--- src/rtl/retransmit_tracker_macros.svh ---
// assertion macros for the retransmit tracker
// expects clk and arst_n in the scope of use
`ifndef RETRANSMIT_TRACKER_MACROS_SVH
`define RETRANSMIT_TRACKER_MACROS_SVH

// condition must hold on every edge out of reset
`define RT_ASSERT(lbl, cond, msg) \
	lbl: assert property (@(posedge clk) disable iff (!arst_n) (cond)) else $error(msg);

// same-cycle implication
`define RT_ASSERT_IMP(lbl, ante, cons, msg) \
	lbl: assert property (@(posedge clk) disable iff (!arst_n) (ante) |-> (cons)) \
		else $error(msg);

// next-cycle implication
`define RT_ASSERT_NXT(lbl, ante, cons, msg) \
	lbl: assert property (@(posedge clk) disable iff (!arst_n) (ante) |=> (cons)) \
		else $error(msg);

`endif

--- src/rtl/rt_pkg.sv ---
// types and constants shared by the retransmit tracker modules
// no dependencies
package rt_pkg;

	localparam int RT_DEPTH = 32;

	localparam logic [31:0] TIMEOUT_RST     = 32'd1000;
	localparam logic [7:0]  MAX_RETRIES_RST = 8'd5;

	typedef enum logic [1:0] {
		OP_RECORD  = 2'd0,
		OP_ACK     = 2'd1,
		OP_COLLECT = 2'd2,
		OP_QUERY   = 2'd3
	} op_t;

	typedef enum logic [2:0] {
		EV_DONE     = 3'd0,
		EV_ACCEPTED = 3'd1,
		EV_REJECTED = 3'd2,
		EV_RESEND   = 3'd3,
		EV_DEAD     = 3'd4,
		EV_NONE     = 3'd5
	} event_t;

	typedef enum logic {
		REG_TIMEOUT     = 1'b0,
		REG_MAX_RETRIES = 1'b1
	} reg_idx_t;

	typedef struct packed {
		logic [1:0]  opcode;
		logic [31:0] seq_num;
		logic [15:0] payload_handle;
		logic [15:0] payload_len;
		logic [47:0] now_ms;
		logic [31:0] ack_num;
	} in_item_t;

	typedef struct packed {
		logic [2:0]  event_kind;
		logic [31:0] out_seq;
		logic [15:0] out_handle;
		logic [15:0] out_len;
		logic [5:0]  pending_count;
		logic        last_flag;
	} out_item_t;

	// classified command handed from front to back
	typedef struct packed {
		op_t         op;
		logic [31:0] seq;
		logic [15:0] handle;
		logic [15:0] len;
		logic [47:0] now;
		logic [31:0] ack;
	} cmd_t;

	typedef struct packed {
		logic [15:0] handle;
		logic [15:0] len;
		logic [47:0] sent;
		logic [7:0]  retries;
	} slot_t;

	typedef struct packed {
		event_t      kind;
		logic [31:0] seq;
		logic [15:0] handle;
		logic [15:0] len;
	} res_t;

endpackage

--- src/rtl/rt_front.sv ---
// front end: two-entry input queue and opcode decode
// depends on rt_pkg
module rt_front import rt_pkg::*; (
	input  logic     clk,
	input  logic     arst_n,
	input  logic     push,
	output logic     full,
	input  in_item_t in_item,
	output logic     cmd_valid,
	input  logic     cmd_ready,
	output cmd_t     cmd
);

	cmd_t       q_q [2];
	logic       wr_q;
	logic       rd_q;
	logic [1:0] cnt_q;
	cmd_t       dec;
	logic       do_push;
	logic       do_pop;

	always_comb begin
		dec.op     = op_t'(in_item.opcode);
		dec.seq    = in_item.seq_num;
		dec.handle = in_item.payload_handle;
		dec.len    = in_item.payload_len;
		dec.now    = in_item.now_ms;
		dec.ack    = in_item.ack_num;
	end

	assign full      = (cnt_q == 2'd2);
	assign cmd_valid = (cnt_q != 2'd0);
	assign cmd       = q_q[rd_q];
	assign do_push   = push && !full;
	assign do_pop    = cmd_valid && cmd_ready;

	always_ff @(posedge clk) begin
		if (do_push) begin
			q_q[wr_q] <= dec;
		end
	end

	always_ff @(posedge clk or negedge arst_n) begin
		if (!arst_n) begin
			wr_q  <= 1'b0;
			rd_q  <= 1'b0;
			cnt_q <= 2'd0;
		end else begin
			if (do_push) begin
				wr_q <= !wr_q;
			end
			if (do_pop) begin
				rd_q <= !rd_q;
			end
			cnt_q <= cnt_q + {1'b0, do_push} - {1'b0, do_pop};
		end
	end

endmodule

--- config.mk ---
export PLATFORM = sky130hd
export DESIGN_NAME = rt_front
export DESIGN_NICKNAME = d
export VERILOG_FILES = /design/src/rtl/retransmit_tracker_macros.svh /design/src/rtl/rt_pkg.sv /design/src/rtl/rt_front.sv
export SDC_FILE = /design/constraint.sdc
export NUM_CORES = 1
export LEC_CHECK = 0
export BUFFER_PORTS_ARGS = -buffer_cell sky130_fd_sc_hd__buf_2
export CAP_MARGIN = 25
export CELL_PAD_IN_SITES_DETAIL_PLACEMENT = 0
export CELL_PAD_IN_SITES_GLOBAL_PLACEMENT = 2
export CORE_MARGIN = 2
export CORE_UTILIZATION = 28
export CTS_CLUSTER_DIAMETER = 30
export CTS_CLUSTER_SIZE = 20
export DETAILED_ROUTE_END_ITERATION = 8
export GPL_TIMING_DRIVEN = 0
export PLACE_DENSITY = 0.72
export SLEW_MARGIN = 20
export SYNTH_ARGS = -nofsm -noshare
export SYNTH_HDL_FRONTEND = slang
export SYNTH_SLANG_ARGS = --single-unit
--- constraint.sdc ---
create_clock -name clk -period 19.3 [get_ports clk]
set_input_delay 0 -clock clk [delete_from_list [all_inputs] [get_ports clk]]
set_output_delay 0 -clock clk [all_outputs]
set_load 0.03 [all_outputs]
[Yosys cells after proc, flatten, opt, wreduce, memory -nomap -nowiden]
Memory sizes are Yosys's and may differ from the RTL's.
Index checks and enable logic that the tools add are counted.
Word-level totals
  bits in registers: 4
  latch bits: 0
  memory bits (writable): 292
  ROM bits: 0
  input bits: 150
  output and inout bits: 148
  word-level logic and storage cells: 15
  memories kept: 1
Memory list
  q_q: depth 2, bits a word 146, rd ports 1, clocked after Yosys merged registers in 0, write ports 1, RTL line rt_front.sv:14  | cmd_t q_q [2];
Operators by class
  add/sub/neg operators: 2
  $mul: 0
  divide/modulo/power cells: 0
  magnitude comparators: 0
  equality and inequality tests: 1
  shift operators: 0
  mux-type cells: 2
  bitwise operators: 0
  reductions and logical operators: 6
Operator list (number)
  $logic_not A1 Y1: 3
  $add A2 B1 Y2: 1
  $eq A2 B2 Y1 const B: 1
  $logic_and A1 B1 Y1: 2
  $mux W1: 2
  $reduce_bool A2 Y1: 1
  $sub A2 B1 Y2: 1

[Longest topological paths before layout]
  word-level depth: 5
  depth in mapped cells: 7
  mapped depth without buffers: 7

[Worst setup path before layout]
OpenSTA, ideal clock, no wires.
  path type: register -> register
  start point: register cnt_q[1]
  end point: memory q_q[0][0] in the netlist's numbering (enable)
  setup time: 0.653 ns
  arrival time: 6.717 ns
  data required time: 18.647 ns
  path slack: 11.930 ns
  stages on the path, launching flop included: 4
  buffers on the path: 0
  clock period less this slack: 7.370 ns
  cell sequence: dfrtp_1 or2b_1 nand2_1 nor2_1
On the way
  cells in the longest elaborated chain, start to end: 5
RTL lines
  start: declaration: RTL line rt_front.sv:17  | logic [1:0] cnt_q;
  start signal: assignment: RTL line rt_front.sv:55  | cnt_q <= cnt_q + {1'b0, do_push} - {1'b0, do_pop};
  $eq A2 B2 Y1: RTL line rt_front.sv:31  | assign full = (cnt_q == 2'd2);
  $logic_not A1 Y1: RTL line rt_front.sv:34  | assign do_push = push && !full;
  $logic_and A1 B1 Y1: RTL line rt_front.sv:34
  $mux W1: RTL line rt_front.sv:38  | if (do_push) begin
  $mux W1 (implied by the code): RTL line rt_front.sv:39  | q_q[wr_q] <= dec;
  end: declaration: RTL line rt_front.sv:14
No other way between the ends.

[Worst setup path in the final report]
  start point: register cnt_q[1]
  end point: memory q_q[0][115] in the netlist's numbering (enable)
Same word-level chain as after synthesis.

==> impl_results.md <==
- DRT Pass-1 Iters: 4
- Vias in the first global route: 7,115
- Clock sinks: 296
- Hold Path Sink: q_q[0][16]
- Worst-margin pin slew: 0.666 ns
- Fin Setup TNS: 0 ns
- CTS tree: yes
- Detail Route Antenna Nets: 0
- Distinct cell type count after synthesis: 15
- Global route overflow: 0
- # rows: 71
- YS warnings: 0
- Hold_ws: 0.165 ns
- Period minus WS final: 2.25 ns
- F_max: 444 MHz
- HPWL reported at the end of detailed placement: 15,800 µm
- Clock transition at path regs: 0.05 ns
- R2r startpoint: cnt_q[1]
- Root buffer cell: clkbuf_16
- Clock Latency Late Sink: 0.55 ns
- CP Launch Type: flip-flop
- IO buf count: 297
- GP Congestion: 0.710
- RSZ-0062 raised after global routing: no
- Via Count: 6,359
- First-pass GRT wire length: 38,400 µm
- DR DRC count: 0
- Netlist Area Pre-Place: 10,800 µm²
- Height of the die: 200 µm
- Sequential fraction of the synthesis area: 82.2%
- Post-layout nets: 1,156
- Hold Path Class: in -> reg
- Final Slew Violations: 0
- Status: completed
- PostCTS Resize Cnt: 0
- Min-delay src: in_item[16]
- Met1 Use GR: 13.1%
- Static Leak: 0.00659 µW
- Maximum root-to-sink buffer count: 3
- Global-route track usage on met2: 21.3%
- Syn_nets: 624
- Worst Setup End Kind: flip-flop
- Die W: 200 µm
- Switching part of the total: 31.6%
- CTS H-tree lvls: 3
- Crit path kind: reg -> reg
- Mean area per synthesized cell: 22.9 µm²
- Placed Area: 13,200 µm²
- Core Box Area: 37,800 µm²
- Gate power share: 30.3%
- Min-Delay Path Depth: 2
- Seq pwr share: 29.9%
- Post-Layout Inst Area: 17,200 µm²
- Max Cap Viol: 0
- CP Data Arrival Time: 2.50 ns
- Total global-route track usage: 12.4%
- Met3 track demand over resource: 5.24%
- Max transition margin: 55.5%
- P_int: 2080 µW
- Final core utilization: 45.4%
- Initial antenna violation count: 1
- Clock skew: 0.0143 ns
- Switching pwr: 958 µW
- WL final: 24,800 µm
- Area grow syn2layout: 59.1%
- Hold-fix buffers, CTS: 150
- Maximum vdd drop: 0.0000976 V
- Required @ worst endpoint: 19.55 ns
- PD cells: 177 nW/µm²
- Flops & latches, synth: 296
- CTS buffer count: 72
- Postcts setup bufs: 0
- Post-synthesis cell count: 472
- DIE AREA: 40,100 µm²
- DR WL/cell: 15.8 µm
- Clk pwr share: 39.8%
- Layer with the highest usage: met2
- Share of cells above drive strength 1: 55.4%
- Via density: 4.05
- Largest fanout on the critical path: 23
- Worst R2R End: q_q[0][115]
- Final period util: 11.7%
- IO Pins: 298
- Starting Density: 28.5%
- Total power: 3030 µW
- Largest net degree at the start of global routing: 40
- Flop-to-flop setup slack: 17.05 ns
- First DRT Iteration DRCs: 187
- Setup violations, final: 0
- R2R depth: 6
- Final count of hold timing violations: 0
[area by class of cell]
class	instances	area (µm²)
repair buffers	458	3260
inverters	2	7.51
diodes	1	2.50
plain buffers	16	174
flip-flops and latches	296	8870
well taps	511	639
fillers	3349	20700
clock buffers	81	1920
multi-input cells	158	1750
clock inverters	46	546
[worst max-delay path by stage]
stage	from	to	cells past startpoint
6_report	cnt_q[1]	q_q[0][115]	6
4_1_cts	cnt_q[1]	q_q[0][22]	6
3_5_place_dp	cnt_q[1]	q_q[0][40]	6
3_3_place_gp	cnt_q[1]	q_q[0][73]	3
5_1_grt	cnt_q[1]	q_q[0][22]	6
2_1_floorplan	cnt_q[1]	q_q[0][0]	3
[metrics by stage]
step	std cells	setup WS, ns
3_3_place_gp	1280	7.51
6_report	1569	17.05
4_1_cts	1568	16.99
3_5_place_dp	1291	17.02
2_1_floorplan	472	11.93
5_1_grt	1569	16.86
[layout by cell type, fill, tap and decap left out, types with 2 or more instances in the layout]
master           n
dlygate4sd3_1  150
clkinvlp_4       6
inv_1            2
ha_1             2
clkinv_1        10
clkbuf_16       76
xnor2_1          3
clkbuf_1         5
bufinv_16       11
edfxtp_1       292
buf_16           7
clkinv_2        11
buf_2          298
buf_6           15
buf_12           4
mux2_2         146
clkinv_4         3
dfrtp_1          4
inv_6            4
[state kept, by name (all words and copies together) (netlist names)]
signal  cells
q_q       292
wr_q        1
rd_q        1
cnt_q       2
[power groups by stage]
stage	registers [µW]	logic, µW	clock network (µW)
after global placement	971	865	0
after CTS	909	940	1240
after floorplan	942	618	0
after detailed placement	919	911	0
final	908	920	1210
after global routing	919	977	1270
[per-layer routing]
layer | part of all wire, % | vias to the layer above
met1 | 38 | 3079
met5 | 0 | -
met4 | 3.6 | 0
met3 | 7.7 | 63
li1 | - | 2985
met2 | 50 | 232
[cell families (layout without fill, tap and decap cells)]
group	Yosys count	after routing	share of synthesized area (%)
DFF	296	296	82.2
and+or+nand+nor	6	6	0.325
other	0	1	0
adders and majority gates	2	2	0.232
xor gates and xnor gates	4	4	0.325
buffers and inverters	18	603	1.68
muxes	146	146	15.2
[Yosys cell counts]
| cell | instances | area, µm² |
|---|---|---|
| and2_2 | 1 | 7.51 |
| and3_1 | 1 | 6.26 |
| buf_2 | 1 | 5.00 |
| buf_6 | 15 | 169 |
| dfrtp_1 | 4 | 100 |
| edfxtp_1 | 292 | 8770 |
| ha_1 | 2 | 25.0 |
| inv_1 | 2 | 7.51 |
| mux2_2 | 146 | 1640 |
| nand2_1 | 1 | 3.75 |
| nor2_1 | 1 | 3.75 |
| or2_2 | 1 | 6.26 |
| or2b_1 | 1 | 7.51 |
| xnor2_1 | 3 | 26.3 |
| xor2_1 | 1 | 8.76 |
[worst max-delay path, cell delays in order, from the launching register on]
cell	delay, ns
dfrtp_1	0.39
or2b_1	0.20
nand2_1	0.14
nor2_4	0.55
buf_12	0.26
buf_12	0.21
buf_16	0.17
No activity file was read; power rests on OpenSTA's default activity.
